==> src/rtl/ale_pkg.sv <==
// Package for the array list engine: item types, request and status codes,
// controller/datapath command and status structs. No dependencies.
`default_nettype none

package ale_pkg;

	localparam int DEPTH_DEF      = 64;
	localparam int ITEM_WIDTH_DEF = 32;
	localparam logic [6:0] LIMIT_RST = 7'd64;
	localparam logic REG_LIST_LIMIT = 1'b0;

	typedef enum logic [1:0] {
		REQ_INSERT = 2'd0,
		REQ_DELETE = 2'd1,
		REQ_SEARCH = 2'd2,
		REQ_READ   = 2'd3
	} req_code_t;

	typedef enum logic [1:0] {
		ST_OK    = 2'd0,
		ST_FULL  = 2'd1,
		ST_RANGE = 2'd2
	} st_code_t;

	typedef struct packed {
		logic [1:0]  req_type;
		logic [6:0]  position;
		logic [31:0] value;
	} ale_req_t;

	typedef struct packed {
		logic [1:0]  status;
		logic [6:0]  found_position;
		logic [31:0] read_value;
		logic        matches_res;
		logic [6:0]  list_length;
		logic        is_empty;
	} ale_rsp_t;

	typedef struct packed {
		logic     load;
		logic     step;
		logic     wr_pend;
		logic     chk;
		logic     fin;
		logic     wval;
		logic     inc;
		logic     dec;
		st_code_t code;
	} ale_cmd_t;

	typedef struct packed {
		req_code_t op;
		logic      full;
		logic      ins_bad;
		logic      del_bad;
		logic      rd_bad;
		logic      more;
		logic      pend;
		logic      hit;
		logic      out_free;
	} ale_sts_t;

endpackage

`default_nettype wire

==> src/rtl/ale_ctrl.sv <==
// Controller for the array list engine: sequences decide, walk and finish steps.
// Depends on ale_pkg.
`default_nettype none

module ale_ctrl (
	input  wire              clk,
	input  wire              arst_n,
	input  wire              req_valid,
	output logic             req_stall,
	input  ale_pkg::ale_sts_t sts,
	output ale_pkg::ale_cmd_t cmd
);
	import ale_pkg::*;

	typedef enum logic [2:0] {
		S_IDLE, S_DECIDE, S_INS, S_DEL, S_SRCH, S_RD, S_FIN
	} state_t;

	state_t   state_q, state_d;
	st_code_t code_q, code_d;

	assign req_stall = (state_q != S_IDLE);

	always_comb begin
		state_d = state_q;
		code_d  = code_q;
		cmd     = '0;
		cmd.code = code_q;
		case (state_q)
			S_IDLE: begin
				if (req_valid) begin
					cmd.load = 1'b1;
					state_d  = S_DECIDE;
				end
			end
			S_DECIDE: begin
				code_d = ST_OK;
				case (sts.op)
					REQ_INSERT: begin
						if (sts.full) begin
							code_d  = ST_FULL;
							state_d = S_FIN;
						end else if (sts.ins_bad) begin
							code_d  = ST_RANGE;
							state_d = S_FIN;
						end else begin
							state_d = S_INS;
						end
					end
					REQ_DELETE: begin
						if (sts.del_bad) begin
							code_d  = ST_RANGE;
							state_d = S_FIN;
						end else begin
							state_d = S_DEL;
						end
					end
					REQ_SEARCH: state_d = S_SRCH;
					default: begin
						if (sts.rd_bad) begin
							code_d  = ST_RANGE;
							state_d = S_FIN;
						end else begin
							state_d = S_RD;
						end
					end
				endcase
			end
			S_INS, S_DEL: begin
				cmd.step    = sts.more;
				cmd.wr_pend = 1'b1;
				if (!sts.more && !sts.pend)
					state_d = S_FIN;
			end
			S_SRCH: begin
				cmd.chk = 1'b1;
				if (sts.hit) begin
					state_d = S_FIN;
				end else begin
					cmd.step = sts.more;
					if (!sts.more && !sts.pend)
						state_d = S_FIN;
				end
			end
			S_RD: begin
				cmd.step = 1'b1;
				state_d  = S_FIN;
			end
			S_FIN: begin
				if (sts.out_free) begin
					cmd.fin  = 1'b1;
					cmd.wval = (sts.op == REQ_INSERT) && (code_q == ST_OK);
					cmd.inc  = (sts.op == REQ_INSERT) && (code_q == ST_OK);
					cmd.dec  = (sts.op == REQ_DELETE) && (code_q == ST_OK);
					state_d  = S_IDLE;
				end
			end
			default: state_d = S_IDLE;
		endcase
	end

	always_ff @(posedge clk or negedge arst_n) begin
		if (!arst_n) begin
			state_q <= S_IDLE;
			code_q  <= ST_OK;
		end else begin
			state_q <= state_d;
			code_q  <= code_d;
		end
	end

endmodule

`default_nettype wire

==> src/rtl/ale_dp.sv <==
// Datapath for the array list engine: list RAM, length and limit registers,
// walk pointer with one-deep read pipeline, result register. Depends on ale_pkg.
`default_nettype none

module ale_dp #(
	parameter int DEPTH      = ale_pkg::DEPTH_DEF,
	parameter int ITEM_WIDTH = ale_pkg::ITEM_WIDTH_DEF
) (
	input  wire               clk,
	input  wire               arst_n,
	input  ale_pkg::ale_req_t req_item,
	input  ale_pkg::ale_cmd_t cmd,
	output ale_pkg::ale_sts_t sts,
	input  wire               cfg_we,
	input  wire  [6:0]        cfg_data,
	output logic [6:0]        list_limit,
	output logic              rsp_valid,
	input  wire               rsp_stall,
	output ale_pkg::ale_rsp_t rsp_data
);
	import ale_pkg::*;

	localparam int AW   = (DEPTH > 1) ? $clog2(DEPTH) : 1;
	localparam int CMPW = ($clog2(DEPTH + 1) > 7) ? $clog2(DEPTH + 1) : 7;

	function automatic logic [AW-1:0] to_addr(input logic [6:0] x);
		logic [AW+6:0] w;
		w = {{AW{1'b0}}, x};
		return w[AW-1:0];
	endfunction

	function automatic logic [ITEM_WIDTH-1:0] to_item(input logic [31:0] v);
		logic [ITEM_WIDTH+31:0] w;
		w = {{ITEM_WIDTH{1'b0}}, v};
		return w[ITEM_WIDTH-1:0];
	endfunction

	function automatic logic [31:0] to_word(input logic [ITEM_WIDTH-1:0] d);
		logic [ITEM_WIDTH+31:0] w;
		w = {32'b0, d};
		return w[31:0];
	endfunction

	logic [ITEM_WIDTH-1:0] mem [DEPTH];

	req_code_t             op_q;
	logic [6:0]            pos_q;
	logic [ITEM_WIDTH-1:0] val_q;
	logic [6:0]            count_q, limit_q, ptr_q, found_q;
	logic                  pend_s1;
	logic [6:0]            pidx_s1;
	logic [ITEM_WIDTH-1:0] rdata_s1;
	logic                  rsp_valid_q;
	ale_rsp_t              rsp_q;

	logic [CMPW+6:0]       count_pad;
	logic [CMPW-1:0]       count_w;
	logic [6:0]            count_nx, rd_ptr, wr_ptr;
	logic                  we;
	logic [ITEM_WIDTH-1:0] wdata;
	logic                  rd_ok;

	assign count_pad = {{CMPW{1'b0}}, count_q};
	assign count_w   = count_pad[CMPW-1:0];

	always_comb begin
		sts          = '0;
		sts.op       = op_q;
		sts.full     = (count_q >= limit_q) || (count_w >= CMPW'(DEPTH));
		sts.ins_bad  = pos_q > count_q;
		sts.del_bad  = (pos_q == 7'd0) || (pos_q > count_q);
		sts.rd_bad   = pos_q >= count_q;
		sts.more     = (op_q == REQ_INSERT) ? (ptr_q > pos_q) : (ptr_q < count_q);
		sts.pend     = pend_s1;
		sts.hit      = pend_s1 && (rdata_s1 == val_q);
		sts.out_free = !rsp_valid_q || !rsp_stall;
	end

	assign rd_ptr = (op_q == REQ_INSERT) ? ptr_q - 7'd1 : ptr_q;

	always_comb begin
		we     = 1'b0;
		wr_ptr = pos_q;
		wdata  = val_q;
		if (cmd.wr_pend && pend_s1) begin
			we     = 1'b1;
			wr_ptr = (op_q == REQ_INSERT) ? pidx_s1 : pidx_s1 - 7'd1;
			wdata  = rdata_s1;
		end else if (cmd.wval) begin
			we = 1'b1;
		end
	end

	always_ff @(posedge clk) begin
		if (we)
			mem[to_addr(wr_ptr)] <= wdata;
		if (cmd.step)
			rdata_s1 <= mem[to_addr(rd_ptr)];
	end

	always_ff @(posedge clk) begin
		if (cmd.load) begin
			op_q  <= req_code_t'(req_item.req_type);
			pos_q <= req_item.position;
			val_q <= to_item(req_item.value);
			case (req_code_t'(req_item.req_type))
				REQ_INSERT: ptr_q <= count_q;
				REQ_SEARCH: ptr_q <= 7'd0;
				default:    ptr_q <= req_item.position;
			endcase
		end else if (cmd.step) begin
			ptr_q <= (op_q == REQ_INSERT) ? ptr_q - 7'd1 : ptr_q + 7'd1;
		end
		if (cmd.step)
			pidx_s1 <= ptr_q;
		if (cmd.load)
			found_q <= 7'd0;
		else if (cmd.chk && pend_s1 && (rdata_s1 == val_q))
			found_q <= pidx_s1 + 7'd1;
	end

	assign count_nx = count_q + {6'd0, cmd.inc} - {6'd0, cmd.dec};
	assign rd_ok    = (op_q == REQ_READ) && (cmd.code == ST_OK);

	always_ff @(posedge clk or negedge arst_n) begin
		if (!arst_n) begin
			count_q     <= 7'd0;
			limit_q     <= LIMIT_RST;
			pend_s1     <= 1'b0;
			rsp_valid_q <= 1'b0;
		end else begin
			count_q <= count_nx;
			pend_s1 <= cmd.step;
			if (cfg_we)
				limit_q <= cfg_data;
			if (cmd.fin)
				rsp_valid_q <= 1'b1;
			else if (!rsp_stall)
				rsp_valid_q <= 1'b0;
		end
	end

	always_ff @(posedge clk) begin
		if (cmd.fin) begin
			rsp_q.status         <= cmd.code;
			rsp_q.found_position <= found_q;
			rsp_q.read_value     <= rd_ok ? to_word(rdata_s1) : 32'd0;
			rsp_q.matches_res    <= rd_ok && (rdata_s1 == val_q);
			rsp_q.list_length    <= count_nx;
			rsp_q.is_empty       <= (count_nx == 7'd0);
		end
	end

	assign rsp_valid  = rsp_valid_q;
	assign rsp_data   = rsp_q;
	assign list_limit = limit_q;

endmodule

`default_nettype wire

==> src/rtl/array_list_engine_core.sv <==
// Top level of the array list engine: APB register decode, controller and datapath.
// Depends on ale_pkg, ale_ctrl and ale_dp.
//
// Ordered list of up to DEPTH words held in a single-port-write, one-read RAM. One
// request at a time. Insert and delete move every element above the position one
// word per cycle; search reads elements in order until the first match or the end
// of the list. The worst case is a search that misses on a full list, set by the
// walk through the RAM port. A finished result sits in an output register, so the
// next item is taken while it waits; that item's own result then holds until the
// waiting one is taken. list_limit (byte address 0) caps the length at
// min(list_limit, DEPTH); write it only while idle.
`default_nettype none

module array_list_engine_core #(
	parameter int DEPTH      = ale_pkg::DEPTH_DEF,
	parameter int ITEM_WIDTH = ale_pkg::ITEM_WIDTH_DEF
) (
	input  wire               clk,
	input  wire               arst_n,
	input  wire               req_valid,
	output logic              req_stall,
	input  ale_pkg::ale_req_t req_item,
	output logic              rsp_valid,
	input  wire               rsp_stall,
	output ale_pkg::ale_rsp_t rsp_data,
	input  wire               psel,
	input  wire               penable,
	input  wire               pwrite,
	input  wire  [2:0]        paddr,
	input  wire  [31:0]       pwdata,
	output logic [31:0]       prdata,
	output logic              pready
);
	import ale_pkg::*;

	ale_cmd_t   cmd;
	ale_sts_t   sts;
	logic       cfg_we;
	logic [6:0] limit;

	assign pready = 1'b1;
	assign cfg_we = psel && penable && pwrite && pready && (paddr[2] == REG_LIST_LIMIT);
	assign prdata = (paddr[2] == REG_LIST_LIMIT) ? {25'd0, limit} : 32'd0;

	ale_ctrl u_ctrl (
		.clk       (clk),
		.arst_n    (arst_n),
		.req_valid (req_valid),
		.req_stall (req_stall),
		.sts       (sts),
		.cmd       (cmd)
	);

	ale_dp #(
		.DEPTH      (DEPTH),
		.ITEM_WIDTH (ITEM_WIDTH)
	) u_dp (
		.clk        (clk),
		.arst_n     (arst_n),
		.req_item   (req_item),
		.cmd        (cmd),
		.sts        (sts),
		.cfg_we     (cfg_we),
		.cfg_data   (pwdata[6:0]),
		.list_limit (limit),
		.rsp_valid  (rsp_valid),
		.rsp_stall  (rsp_stall),
		.rsp_data   (rsp_data)
	);

	// a result is only loaded into a free output slot
	a_fin_free: assert property (@(posedge clk) disable iff (!arst_n)
		cmd.fin |-> sts.out_free)
		else $error("result loaded over a waiting result");

	// shift write-back and value write never share the RAM port
	a_wr_excl: assert property (@(posedge clk) disable iff (!arst_n)
		!(cmd.wval && cmd.wr_pend && sts.pend))
		else $error("RAM write conflict");

	// an accepted item keeps the block busy on the next cycle
	a_busy: assert property (@(posedge clk) disable iff (!arst_n)
		(req_valid && !req_stall) |=> req_stall)
		else $error("item accepted without going busy");

	a_empty: assert property (@(posedge clk) disable iff (!arst_n)
		rsp_valid |-> (rsp_data.is_empty == (rsp_data.list_length == 7'd0)))
		else $error("empty flag disagrees with length");

endmodule

`default_nettype wire

==> config.mk <==
export PLATFORM = sky130hd
export DESIGN_NAME = array_list_engine_core
export DESIGN_NICKNAME = d
export VERILOG_FILES = /design/src/rtl/ale_pkg.sv /design/src/rtl/ale_ctrl.sv /design/src/rtl/ale_dp.sv /design/src/rtl/array_list_engine_core.sv
export SDC_FILE = /design/constraint.sdc
export NUM_CORES = 2
export LEC_CHECK = 0
export ABC_CLOCK_PERIOD_IN_PS = 18000
export BUFFER_PORTS_ARGS = -buffer_cell sky130_fd_sc_hd__buf_2
export CAP_MARGIN = 10
export CORE_UTILIZATION = 45
export CTS_CLUSTER_DIAMETER = 80
export DETAILED_ROUTE_END_ITERATION = 12
export PLACE_DENSITY = 0.6
export SLEW_MARGIN = 20
export SYNTH_ARGS = -nofsm -noshare
export SYNTH_HDL_FRONTEND = slang
export SYNTH_HIERARCHICAL = 1
export SYNTH_SLANG_ARGS = --single-unit
==> constraint.sdc <==
create_clock -name clk -period 18 [get_ports clk]
set_input_delay 2.7 -clock clk [delete_from_list [all_inputs] [get_ports clk]]
set_output_delay 2.7 -clock clk [all_outputs]
set_load 0.05 [all_outputs]
==> results.cfg <==
[outcome]
status = complete, no violations

[sta]
finalCritPeriodShare_pct = 43.2
hold_viol = 0
slew_viol_final = 0
rsz0062_at_grt = no
fin_skew_ns = 0.0363
timing.fmax_ghz = 0.129
tightest_slew_ns = 1.20
period_needed_ns = 7.78
setup-tns-final_ns = 0
slew_headroom_pct = 20.1
setup_viol = 0
hold_slack_ns = 0.428

[cts]
htreeDepth = 4
cts_sinks = 2213
ctsRootBufferMaster = clkbuf_16
post_cts_buffers = 0
clock_latency_ns = 0.85
cts_buffers = 213
cts_hold_buf = 0
tritoncts = done
clock_path_buffers = 3
cts_resized = 0
clk_pin_slew_ns = 0.06

[placed_design]
routabilityCongestion = 0.838
placed_cell_area_um2 = 92600
hpwlAfterDp_mm = 130
io_buffers = 114

[critical_path]
endpoint_kind = flop
required_ns = 18.53
critPathMaxStageDelay_ns = 1.05
rr_worst_depth = 10
path_delay_family = buffers and inverters
cp_num_cells = 10
startpoint_type = flop
worst-setup-path-type = flop to flop
critPathSlowestCell = edfxtp_1
path_cells = or3_4 -> and2_4 -> buf_4 -> buf_4 -> buf_4 -> buf_4 -> mux2i_1 -> a32oi_1 -> a31oi_1 -> nor4_2
critPathMostFrequentCell = buf_4
worst-path-max-fanout = 76
crit_arrival_ns = 8.30
cp.buffers_inverters = 4

[synth]
ys_seq_area_share_pct = 74.5
synth_edf_count = 2185
synth_top_area_cell = edfxtp_1
synthFlopType = edfxtp_1
syn-cell-area_um2 = 88900
netlist.area_leader.share_pct = 73.8
synth_cells = 5609
yosys.cell_types.count = 83
yosys_warnings = 6
syn_avg_cell_area_um2 = 15.9
synth_area_leaders = edfxtp_1, a32oi_1, nand2_1, mux4_2, mux2i_1
ys_ff_latch = 2213
async_reset_ff_share_pct = 0.949

[power_and_ir_drop]
switchingPower_uw = 6220
p_seq_share_pct = 39.1
peakVddDrop_uv = 167
p_sw_share_pct = 37.7
pwr-share-clk_pct = 25.7
comb_power_share_pct = 35.2
powerDensity_nw_per_um2 = 166
internal-power_uw = 10300
leakage_uw = 0.0320

[min_path]
min_delay_path_depth = 0
hp-class = flop to flop

[job]
drv_cap = 0

[global_routing]
grt_pass1_vias = 49144
grt_pass1_wl_mm = 347
busiest_layer = met2
met3_usage_pct = 5.79
gr-total-overflow = 0
grtUsageTotal_pct = 24.2
grt_max_degree = 219
antenna_found_initial = 21
met2_usage_pct = 36.4
grt_use_met1_pct = 34.7

[finish]
final_cell_mix = edfxtp_1, nand2_1, a32oi_1
final_area_um2 = 99200
final_common_cell = edfxtp_1
fin_nets = 5821
synthToLayoutAreaGrowth_pct = 11.5
final_core_util_pct = 50.7
layout-drive-gt1-share_pct = 14.8

[floorplanning]
start_util_pct = 45.5
num_rows = 162
die-area_um2 = 199000
fp.coreArea_um2 = 196000
die_height_um = 446
die_x_um = 446
io_pins = 168

[routing]
drt_pass1_iterations = 6
wl_per_cell_um = 28.8
vias = 51809
drt_iter0_markers = 6552
postRouteAntennaNets = 0
via_per_inst = 6.10
route.detailed.drc = 0
postRouteWirelength_mm = 245
cell type report:
cell class / count / area, um2
Sequential cell: 2213 / 66300
Timing Repair Buffer: 274 / 1890
Multi-Input combinational cell: 2957 / 21000
Fill cell: 15968 / 96400
Clock buffer: 282 / 5750
Tap cell: 2624 / 3280
Antenna cell: 4 / 10.0
Inverter: 38 / 143
Clock inverter: 102 / 766
Yosys cell counts, drive strengths merged, types with 5 or more instances:
cell type,instances
edfxtp,2185
nand2,815
a32oi,368
nand3,324
buf,251
o21ai,251
mux2i,190
clkbuf,174
mux4,135
nor2,116
a31oi,99
o22ai,61
a21oi,45
nor4,43
xor2,42
ha,40
and2,38
inv,38
o21a,34
and3,33
mux2,33
or4,33
o32ai,31
a21boi,27
dfrtp,20
nor3,19
a211oi,16
a21o,16
xnor2,16
a221oi,15
nand4,10
nand2b,9
and2b,8
or3,8
a32o,7
dfxtp,7
or2,5
per-layer routing:
metal | vias up | part of all wire, % | wire, um
met5 | - | 0.020 | 49
met4 | 8 | 3.1 | 7530
met3 | 327 | 10 | 25300
met2 | 2444 | 45 | 110000
met1 | 26722 | 42 | 102000
li1 | 22308 | - | -
per-stage QoR:
step	cells	setup WS, ns	power [uW]
CTS	8490	10.33	16500
floorplan	5633	12.02	10100
global route	8491	9.87	17100
finish	8494	10.22	16500
detailed placement	8106	10.38	12300
global placement	8104	10.40	12200
power groups by stage:
| stage | clock (uW) | combinational [uW] | sequential, uW |
|---|---|---|---|
| after floorplan | 0 | 3500 | 6580 |
| after global placement | 0 | 5660 | 6540 |
| after detailed placement | 0 | 5730 | 6540 |
| after CTS | 4300 | 5750 | 6440 |
| after global routing | 4480 | 6120 | 6460 |
| final | 4240 | 5810 | 6440 |
flip-flops by register name, summed over array words and instances (netlist names), 3 cells and up:
| register | cells |
|---|---|
| u_ctrl/state_q | 3 |
| u_dp/count_q | 7 |
| u_dp/found_q | 7 |
| u_dp/list_limit | 7 |
| u_dp/mem | 2048 |
| u_dp/pidx_s1 | 7 |
| u_dp/pos_q | 7 |
| u_dp/ptr_q | 7 |
| u_dp/rdata_s1 | 32 |
| u_dp/rsp_data | 50 |
| u_dp/val_q | 32 |
path summary, 6_finish.rpt:
| check | startpoint | end | slack [ns] |
|---|---|---|---|
| setup / recovery | u_dp/op_q[0] | u_dp/rdata_s1[13] | 10.22 |
| hold / removal | u_dp/found_q[2] | u_dp/rsp_data[43] | 0.43 |
| setup reg to reg | u_dp/op_q[0] | u_dp/rdata_s1[13] | 10.22 |
| hold reg to reg | u_dp/found_q[2] | u_dp/rsp_data[43] | 0.43 |
| max in group asynchronous | arst_n | u_dp/list_limit[6] | 15.79 |
| min in group asynchronous | arst_n | u_dp/rsp_valid | 1.84 |
kinds of logic (layout without fill, tap and decap cells):
family,count (synthesis),after routing,share of synthesized area [%]
AOI/OAI and AO/OA,1000,1000,8.06
xor gates and xnor gates,58,58,0.571
adders and majority gates,41,41,0.585
buffers and inverters,463,696,2.61
DFF,2213,2213,74.5
muxes,358,358,5.98
other,2,30,0.00845
and+or+nand+nor,1474,1474,7.64
Power figures use the tool's default switching activity.
